### config.mk
export PLATFORM = sky130hd
export DESIGN_NAME = uri_percent_utf8_unescaper
export DESIGN_NICKNAME = d
export VERILOG_FILES = /design/src/rtl/upue_pkg.sv /design/src/rtl/upue_in_reg.sv /design/src/rtl/upue_step.sv /design/src/rtl/uri_percent_utf8_unescaper.sv
export SDC_FILE = /design/constraint.sdc
export NUM_CORES = 1
export LEC_CHECK = 0
export ABC_CLOCK_PERIOD_IN_PS = 7500
export BUFFER_PORTS_ARGS = -buffer_cell sky130_fd_sc_hd__buf_2
export CAP_MARGIN = 15
export CORE_MARGIN = 2
export CORE_UTILIZATION = 60
export DETAILED_ROUTE_END_ITERATION = 8
export GPL_TIMING_DRIVEN = 0
export PLACE_DENSITY = 0.86
export SETUP_SLACK_MARGIN = 0.1
export SLEW_MARGIN = 20
export SYNTH_ARGS = -nofsm -noshare
export SYNTH_HDL_FRONTEND = slang
export SYNTH_SLANG_ARGS = --single-unit
### constraint.sdc
create_clock -name clk -period 7.5 [get_ports clk]
set_clock_uncertainty 0.05 [all_clocks]
set_input_delay 0 -clock clk [delete_from_list [all_inputs] [get_ports clk]]
set_output_delay 0 -clock clk [all_outputs]
set_load 0.005 [all_outputs]
### src/rtl/upue_pkg.sv
`timescale 1ns / 1ps
// ---------------------------------------------------------------------------
// URI unescaper package
// Shared widths, state types and result type of the unescaper.
// ---------------------------------------------------------------------------
package upue_pkg;

  localparam int CHAR_W          = 8;
  localparam int LEN_W           = 11;
  localparam int M_DATA_W        = 24;
  localparam int DEFAULT_MAX_LEN = 1024;

  typedef enum logic [1:0] {
    ESC_IDLE   = 2'd0,
    ESC_FIRST  = 2'd1,
    ESC_SECOND = 2'd2
  } esc_phase_t;

  typedef struct packed {
    esc_phase_t  phase;
    logic [3:0]  high_nibble;
    logic        high_is_hex;
    logic [7:0]  acc;
    logic [2:0]  pending;
    logic        finished;
  } state_t;

  typedef struct packed {
    logic [CHAR_W-1:0] out_char;
    logic              is_end;
    logic [LEN_W-1:0]  out_length;
  } result_t;

endpackage

### src/rtl/upue_in_reg.sv
`timescale 1ns / 1ps
// ---------------------------------------------------------------------------
// URI unescaper input register
// Holds one incoming character until the decode stage takes it.
// ---------------------------------------------------------------------------
module upue_in_reg (
  input  logic                       clk,
  input  logic                       rst,
  input  logic                       s_tvalid,
  output logic                       s_tready,
  input  logic [upue_pkg::CHAR_W-1:0] s_tdata,
  input  logic                       s_tuser,
  input  logic                       take,
  output logic                       valid,
  output logic [upue_pkg::CHAR_W-1:0] char_q,
  output logic                       start_q
);
  import upue_pkg::*;

  // A new transaction may enter when the register is empty or the held one leaves this cycle.
  assign s_tready = !valid || take;

  always_ff @(posedge clk) begin
    if (rst) begin
      valid <= 1'b0;
    end else if (s_tready) begin
      valid <= s_tvalid;
    end
  end

  always_ff @(posedge clk) begin
    if (s_tvalid && s_tready) begin
      char_q  <= s_tdata;
      start_q <= s_tuser;
    end
  end

endmodule

### src/rtl/upue_step.sv
`timescale 1ns / 1ps
// ---------------------------------------------------------------------------
// URI unescaper decode step
// Next state, byte count and optional result for one character.
// ---------------------------------------------------------------------------
module upue_step #(
  parameter int MAX_LEN = upue_pkg::DEFAULT_MAX_LEN,
  parameter int CNT_W   = $clog2(MAX_LEN + 1)
) (
  input  logic [upue_pkg::CHAR_W-1:0] char_in,
  input  logic                        start_req,
  input  upue_pkg::state_t            st,
  input  logic [CNT_W-1:0]            cnt,
  output upue_pkg::state_t            st_next,
  output logic [CNT_W-1:0]            cnt_next,
  output logic                        res_valid,
  output upue_pkg::result_t           res
);
  import upue_pkg::*;

  localparam logic [7:0] CH_NUL   = 8'h00;
  localparam logic [7:0] CH_SPACE = 8'h20;
  localparam logic [7:0] CH_PCT   = 8'h25;
  localparam logic [7:0] CH_BSL   = 8'h5C;
  localparam logic [7:0] CH_SLASH = 8'h2F;
  localparam logic [CNT_W-1:0] CNT_MAX = CNT_W'(MAX_LEN);

  // Returns {is_hex, value}.
  function automatic logic [4:0] hex_val(input logic [7:0] c);
    logic [4:0] r;
    r = 5'd0;
    if (c >= 8'h30 && c <= 8'h39) begin
      r = {1'b1, c[3:0]};
    end else if ((c >= 8'h41 && c <= 8'h46) || (c >= 8'h61 && c <= 8'h66)) begin
      r = {1'b1, 4'(c[3:0] + 4'd9)};
    end
    return r;
  endfunction

  state_t           base;
  logic [CNT_W-1:0] base_cnt;
  logic [4:0]       hv;
  logic             take;
  logic [7:0]       v;
  logic [7:0]       val;
  logic [7:0]       acc_new;
  logic             emit;
  logic [7:0]       emit_byte;

  always_comb begin
    base     = start_req ? '0 : st;
    base_cnt = start_req ? '0 : cnt;
    hv       = hex_val(char_in);
    st_next  = base;
    cnt_next = base_cnt;
    take     = 1'b0;
    v        = '0;
    val      = '0;
    acc_new  = '0;
    emit     = 1'b0;
    emit_byte = '0;
    res_valid = 1'b0;
    res       = '0;

    if (base.finished) begin
      // After the end item everything is dropped until a new start.
      res_valid = 1'b0;
    end else if (char_in == CH_NUL || char_in == CH_SPACE) begin
      st_next.finished = 1'b1;
      st_next.phase    = ESC_IDLE;
      res_valid        = 1'b1;
      res.is_end       = 1'b1;
      res.out_length   = LEN_W'(base_cnt);
    end else begin
      case (base.phase)
        ESC_FIRST: begin
          st_next.high_is_hex = hv[4];
          st_next.high_nibble = hv[4] ? hv[3:0] : 4'd0;
          st_next.phase       = ESC_SECOND;
        end
        ESC_SECOND: begin
          st_next.phase = ESC_IDLE;
          if (base.high_is_hex) begin
            take = 1'b1;
            v    = hv[4] ? {base.high_nibble, hv[3:0]} : {4'd0, base.high_nibble};
          end
        end
        default: begin
          st_next.phase = ESC_IDLE;
          if (char_in == CH_PCT) begin
            st_next.phase = ESC_FIRST;
          end else begin
            take = 1'b1;
            v    = (char_in >= 8'h41 && char_in <= 8'h5A) ? (char_in | 8'h20) : char_in;
          end
        end
      endcase

      if (take) begin
        val = (v == CH_BSL) ? CH_SLASH : v;
        if (!val[7]) begin
          st_next.pending = 3'd0;
          emit      = 1'b1;
          emit_byte = val;
        end else if (val[7:6] == 2'b10) begin
          // A continuation byte with no open sequence is dropped.
          if (base.pending != 3'd0) begin
            acc_new         = {base.acc[1:0], val[5:0]};
            st_next.acc     = acc_new;
            st_next.pending = base.pending - 3'd1;
            if (base.pending == 3'd1) begin
              emit      = 1'b1;
              emit_byte = acc_new;
            end
          end
        end else if (val[7:5] == 3'b110) begin
          st_next.acc = val & 8'h1F;  st_next.pending = 3'd1;
        end else if (val[7:4] == 4'b1110) begin
          st_next.acc = val & 8'h0F;  st_next.pending = 3'd2;
        end else if (val[7:3] == 5'b11110) begin
          st_next.acc = val & 8'h07;  st_next.pending = 3'd3;
        end else if (val[7:2] == 6'b111110) begin
          st_next.acc = val & 8'h03;  st_next.pending = 3'd4;
        end else begin
          st_next.acc = val & 8'h01;  st_next.pending = 3'd5;
        end
      end

      if (emit) begin
        // Bytes keep flowing past the limit; only the count stops.
        cnt_next       = (base_cnt < CNT_MAX) ? base_cnt + CNT_W'(1) : base_cnt;
        res_valid      = 1'b1;
        res.out_char   = emit_byte;
        res.is_end     = 1'b0;
        res.out_length = LEN_W'(cnt_next);
      end
    end
  end

endmodule

### src/rtl/uri_percent_utf8_unescaper.sv
`timescale 1ns / 1ps
// ---------------------------------------------------------------------------
// URI percent and UTF-8 unescaper
// Decodes a URI one character per transaction into decoded bytes and an
// end transaction carrying the saturated byte count.
// ---------------------------------------------------------------------------
//  channel | direction | tdata                             | tuser
//  s_*     | in        | [7:0] char_in                     | start_req
//  m_*     | out       | [7:0] out_char, [18:8] out_length | is_end
//
// One character per cycle is sustained while m_tready does not stall; a
// character passes from the input register through the single decode step
// into the output register. Characters that yield no byte leave no transaction.
// Reset clears all decode state and the valid flags of both registers.
// A stall on m_tready holds the output register and then the input register;
// the input keeps accepting while only the output register is full.
// ---------------------------------------------------------------------------
module uri_percent_utf8_unescaper #(
  parameter int MAX_LEN = upue_pkg::DEFAULT_MAX_LEN
) (
  input  logic                          clk,
  input  logic                          rst,
  input  logic                          s_tvalid,
  output logic                          s_tready,
  input  logic [upue_pkg::CHAR_W-1:0]   s_tdata,   // [7:0] char_in
  input  logic                          s_tuser,   // [0] start_req
  output logic                          m_tvalid,
  input  logic                          m_tready,
  output logic [upue_pkg::M_DATA_W-1:0] m_tdata,   // [7:0] out_char, [18:8] out_length
  output logic                          m_tuser    // [0] is_end
);
  import upue_pkg::*;

  localparam int CNT_W = $clog2(MAX_LEN + 1);

  logic              in_valid;
  logic [CHAR_W-1:0] in_char;
  logic              in_start;
  logic              fire;

  state_t            st;
  state_t            st_next;
  logic [CNT_W-1:0]  cnt;
  logic [CNT_W-1:0]  cnt_next;
  logic              res_valid;
  result_t           res;

  assign fire = in_valid && (!m_tvalid || m_tready);

  upue_in_reg u_in_reg (
    .clk      (clk),
    .rst      (rst),
    .s_tvalid (s_tvalid),
    .s_tready (s_tready),
    .s_tdata  (s_tdata),
    .s_tuser  (s_tuser),
    .take     (fire),
    .valid    (in_valid),
    .char_q   (in_char),
    .start_q  (in_start)
  );

  upue_step #(
    .MAX_LEN (MAX_LEN),
    .CNT_W   (CNT_W)
  ) u_step (
    .char_in   (in_char),
    .start_req (in_start),
    .st        (st),
    .cnt       (cnt),
    .st_next   (st_next),
    .cnt_next  (cnt_next),
    .res_valid (res_valid),
    .res       (res)
  );

  always_ff @(posedge clk) begin
    if (rst) begin
      st  <= '0;
      cnt <= '0;
    end else if (fire) begin
      st  <= st_next;
      cnt <= cnt_next;
    end
  end

  always_ff @(posedge clk) begin
    if (rst) begin
      m_tvalid <= 1'b0;
    end else if (fire) begin
      m_tvalid <= res_valid;
    end else if (m_tready) begin
      m_tvalid <= 1'b0;
    end
  end

  always_ff @(posedge clk) begin
    if (fire && res_valid) begin
      m_tdata <= {(M_DATA_W - CHAR_W - LEN_W)'(0), res.out_length, res.out_char};
      m_tuser <= res.is_end;
    end
  end

endmodule

# == Word-level counts from Yosys, hierarchy flattened ==
# Cells that the tools add are included.
# totals
register_bits,61
latch_bits,0
mem_bits_rw,0
rom_bits,0
inputBits,13
wordCells,117
memories,0
# op_classes
n_addsub,3
n_mul,0
div_mod_pow,0
order_cmp,8
n_eq_ne,11
n_shift,0
mux,56
bitwise_logic,6
n_reduce_logical,18
# op_table
cell,count
$mux W11,11
$mux W8,7
$mux W19,2
$mux W7,4
$le A8 B7 Y1 const B,3
$mux W5,4
$mux W1,18
$eq A8 B6 Y1 const B,2
$ge A8 B7 Y1 const B,2
$mux W16,1
$pmux W8 S2,1
$mux W12,1
$mux W6,2
$add A11 B1 Y11 const B,1
$lt A11 B11 Y1 const B,1
$eq A8 B7 Y1 const B,1
$ge A8 B6 Y1 const B,1
$le A8 B6 Y1 const B,1
$logic_not A8 Y1,1
$reduce_or A8 Y1,1
$logic_and A1 B1 Y1,7
$eq A6 B6 Y1 const B,1
$not A1 Y1,6
$eq A5 B5 Y1 const B,1
17 further kinds,22

# == Longest topological paths before layout ==
# logic_depth
depth_word,22
depth_mapped,16

# == Hierarchy ==
# From an unflattened synthesis, not the netlist that was laid out.
# hier_totals
hier_cells,485
hier_area_um2,4312.9
# by_module_without_submodules
mod,instances,cells_per_inst,area_per_inst_um2,seq_area_each_um2
uri_percent_utf8_unescaper,1,168,2129.5,1221.2
upue_step,1,303,1858.0,0.0
upue_in_reg,1,14,325.3,290.3

# == Worst setup path before layout ==
# No wires, ideal clock.
# synth_path
kind,register to register
start,register u_in_reg.start_q
end,register m_tdata[0] (netlist bit) (enable)
t_arrival_ps,3186
setup_slack_ps,3889
stages_incl_launch_ff,14
period_less_slack_ps,3611
path_cell_list,edfxtp_1 clkbuf_1 inv_1 clkbuf_1 clkbuf_1 nand2_1 ha_1 and4bb_2 a32oi_1 nand2_1 o21ai_0 nand2_1 a21o_1 inv_1
# synth_between
elab_chain_len,18
word_cells_on_any_way,28
# synth_lines
item,line_no,rtl
from (decl),upue_in_reg.sv:16,output logic start_q
from (signal assigned),upue_in_reg.sv:34,start_q <= s_tuser;
$mux W19 (*),upue_step.sv:51,base = start_req ? '0 : st;
$mux W8,upue_step.sv:85,"v = hv[4] ? {base.high_nibble, hv[3:0]} : {4'd0, base.high_nibble};"
$mux W8,upue_step.sv:83,if (base.high_is_hex) begin
$pmux W8 S2,upue_step.sv:75,case (base.phase)
$mux W8,upue_step.sv:68,end else if (char_in == CH_NUL || char_in == CH_SPACE) begin
$mux W8,upue_step.sv:65,if (base.finished) begin
$eq A8 B7 Y1,upue_step.sv:100,val = (v == CH_BSL) ? CH_SLASH : v;
$mux W8,upue_step.sv:100,
(+2 left out),--,
$mux W1,upue_step.sv:101,if (!val[7]) begin
$mux W1,upue_step.sv:99,if (take) begin
$mux W1,upue_step.sv:68,
$mux W1,upue_step.sv:65,
$mux W1,upue_step.sv:129,if (emit) begin
$mux W1,upue_step.sv:68,
$mux W1 (*),upue_step.sv:65,
$logic_and A1 B1 Y1 (*),uri_percent_utf8_unescaper.sv:98,if (fire && res_valid) begin
to (signal assigned),uri_percent_utf8_unescaper.sv:99,"m_tdata <= {(M_DATA_W - CHAR_W - LEN_W)'(0), res.out_length, res.out_char};"
to (decl),uri_percent_utf8_unescaper.sv:29,"output logic [upue_pkg::M_DATA_W-1:0] m_tdata,"
# Mark *: on every way between the ends. The rest lies on a longest branch, timed or not. The select of a mux whose other input is x is not followed.
# A chain may end at the register's enable or synchronous reset.

# == Worst setup path in the final report ==
# Ends and elaborated chain as after synthesis.

==> impl_metrics.toml <==
[setup_path]
required_ps = 7390
crit_path_start_kind = "register"
endpoint = "m_tdata[0]$_SDFFCE_PP0P_"
crit_path_end_kind = "register"
r2r_end = "m_tdata[0]$_SDFFCE_PP0P_"
worstReg2RegStart = "u_in_reg.start_q$_DFFE_PP_"
cp_common_cell = "clkbuf_1"
reg2reg_slack_ps = 2700
critPathKind = "register to register"
path_cells = "clkbuf_1 > inv_1 > clkbuf_1 > clkbuf_1 > nand2_1 > inv_1 > ha_1 > clkbuf_1 > a32oi_1 > nand2_1 > o21ai_0 > nand2_1 > a21o_1 > inv_1"
slowest_delay_ps = 580
cp-startpoint = "u_in_reg.start_q$_DFFE_PP_"
crit_arrival_ps = 4690
slowest_stage = "inv_1"
worstRegToRegCells = 14
cp_max_fo = 20

[cells_and_area]
fin_nets = 494
multi_input_area_um2 = 2010
synthToLayoutAreaGrowth_pct = 13.8
regArea_um2 = 1390
num-fill-cells = 493
final_layout_size_suffix_gt1_share_pct = 17.4
n_antenna_cell = 0
layout_commonest_cell = "nand2_1"
mostFrequentLayoutCells = "62 x nand2_1, 39 x buf_2, 32 x nor2_1"

[cts]
h-tree-depth = 2
path_clk_slew_ps = 100
clk_latency_ps = 310
cts.path.max_buffers = 2
cts_setup_buffers = 0
cts_tree = "done"
cts_buffers = 5
ctsResizeCount = 0
cts-root-buf = "clkbuf_8"
cts.sinks = 55

[power_and_ir_drop]
power_uw = 577
power.switching_uw = 154
pwr_density_cell_nw_per_um2 = 141
power.internal_uw = 423
peakVddDrop_mv = 0.105
p_leak_nw = 1.61
pwr-share-clk_pct = 28.2
power_frac_comb_pct = 14.5
switching_share_pct = 26.7
seq_power_share_pct = 57.3

[logic_synthesis]
yosys_register_bits = 55
synth_edf_count = 29
synth.area.top_cells = "edfxtp_1 24%, dfxtp_1 15%, nand2_1 6.5%"
ys_seq_area_share_pct = 38.8
syn_inst = 411
synth_area_per_cell_um2 = 8.73
async_reset_ff_share_pct = 0
syn_area_um2 = 3590
netlist.top_cell.by_area = "edfxtp_1"
ys.flop_type = "edfxtp_1"
synth_cell_type_count = 72
yosysWarnings = 0
synth.top_cell.area_share_pct = 24.3

[global_routing]
met2_usage_pct = 45.0
grtUsageMet1_pct = 44.2
grt.met3_usage_pct = 4.11
grt_max_degree = 21
grt_use_total_pct = 29.8
antenna_found_initial = 0
grt_overflow_total = 0
grt_pass1_wl_um = 15200
grt_pass1_vias = 3030
busiest_layer = "met2"

[drt]
dr.pass1.iters = 7
wirelength_um = 9330
ant_nets = 0
vias_per_cell = 6.34
wire_per_inst_um = 17.1
drtIter0Drc = 380
vias = 3454
drc = 0

[sta]
hold_viol = 0
slew_viol_final = 0
worst_slack_ps = 2700
max_slew.worst_pin.slew_ps = 783
min_period_ps = 4800
post-route-period-util_pct = 64.0
rsz0062_at_grt = "no"
setup_tns_ps = 0
fmax_mhz = 208
whs_ps = 345
slew_headroom_pct = 47.7
finalSetupViolCount = 0

[floorplanning]
initial_core_util_pct = 61.3
dieArea_um2 = 6610
num_rows = 28
fp.dieW_um = 81.3
core_area_um2 = 5850
ioPinCount = 40
die_h_um = 81.3

[status]
status = "completed"

[place]
post-place-ws_ps = 2820
dpl.hpwl_um = 6770
portBuffers = 34
place.gp.congestion = 0.954

[hold_path]
hold_class = "primary input to register"
min_delay_path_depth = 2

[job]
maxCapViolations = 0
[per-layer routing]
layer,share of wire [%],wire [um]
met1,44,4070
met2,44,4070
met3,10,963
met4,2.3,214
met5,0,0
[cells in the mapped netlist, drive strengths merged, types with 4 or more instances]
cell type	instances
ha	12
nor3	10
nand3	9
a22oi	4
clkbuf	9
a21o	6
nor2b	11
nand2	63
a311oi	5
nand3b	5
nand4	5
and2	7
a21oi	28
a31oi	6
dfxtp	26
and3	7
nand2b	7
inv	15
nor2	32
a211o	4
edfxtp	29
o21ai	32
xnor2	4
a32oi	4
buf	16
[state kept, by name, indices dropped and copies added, names as in the netlist]
name              cells
cnt                  11
m_tdata              19
m_tuser               1
m_tvalid              1
st                   13
u_in_reg.char_q       8
u_in_reg.start_q      1
u_in_reg.valid        1
[cell families after synthesis]
| kind of cell | synth area share, % |
|---|---|
| AO/OA/AOI/OAI | 24.8 |
| buffers and inverters | 5.62 |
| adder cells (fa/ha/maj) | 4.19 |
| XOR/XNOR | 1.22 |
| AND/OR/NAND/NOR | 24.4 |
| multiplexers | 0.872 |
| other | 0.105 |
| flip-flops | 38.8 |
[timing repair]
action                     4_1_cts  5_1_grt
setup endpoints to repair        0        0
hold endpoints to repair        12        0
hold buffers                    13        0
[worst min path at each step]
stage	from	to	slack, ps
global route	s_tuser	u_in_reg.start_q$_DFFE_PP_	340
finish	s_tuser	u_in_reg.start_q$_DFFE_PP_	350
floorplan	s_tdata[0]	u_in_reg.char_q[0]$_DFFE_PP_	50
CTS	s_tuser	u_in_reg.start_q$_DFFE_PP_	340
global placement	s_tdata[4]	u_in_reg.char_q[4]$_DFFE_PP_	130
detailed placement	s_tdata[5]	u_in_reg.char_q[5]$_DFFE_PP_	130
[power groups by stage]
stage               clock network, mW  registers [mW]  logic [mW]
floorplan                           0           0.336      0.0547
detailed placement                  0           0.338      0.0761
CTS                             0.165           0.331      0.0817
global placement                    0           0.337      0.0753
finish                          0.163           0.331      0.0839
global route                    0.176           0.332      0.0915
[critical path: cells and delay by family (launching register included)]
kind,cells,cell delay [ps]
buffers and inverters,7,2220
and+or+nand+nor,3,580
adders and majority gates,1,240
DFF,1,470
AOI/OAI and AO/OA,3,840
[cell type report]
class	count	area share, %
Buffer	25	3.56
Inverter	15	1.38
Multi-Input combinational cell	320	49.2
Clock buffer	6	1.78
Sequential cell	55	34.1
Clock inverter	2	0.337
Timing Repair Buffer	47	7.36
Tap cell	75	2.30
[through the flow]
stage / util (%) / cell area (um^2) / instances
final: 69.8 / 4080 / 545
after global routing: 69.8 / 4080 / 545
after CTS: 69.8 / 4080 / 545
after detailed placement: 66.1 / 3870 / 524
after global placement: 66.1 / 3870 / 524
after floorplan: - / 3600 / 415
Note: power is estimated with default switching activity, not from simulation.
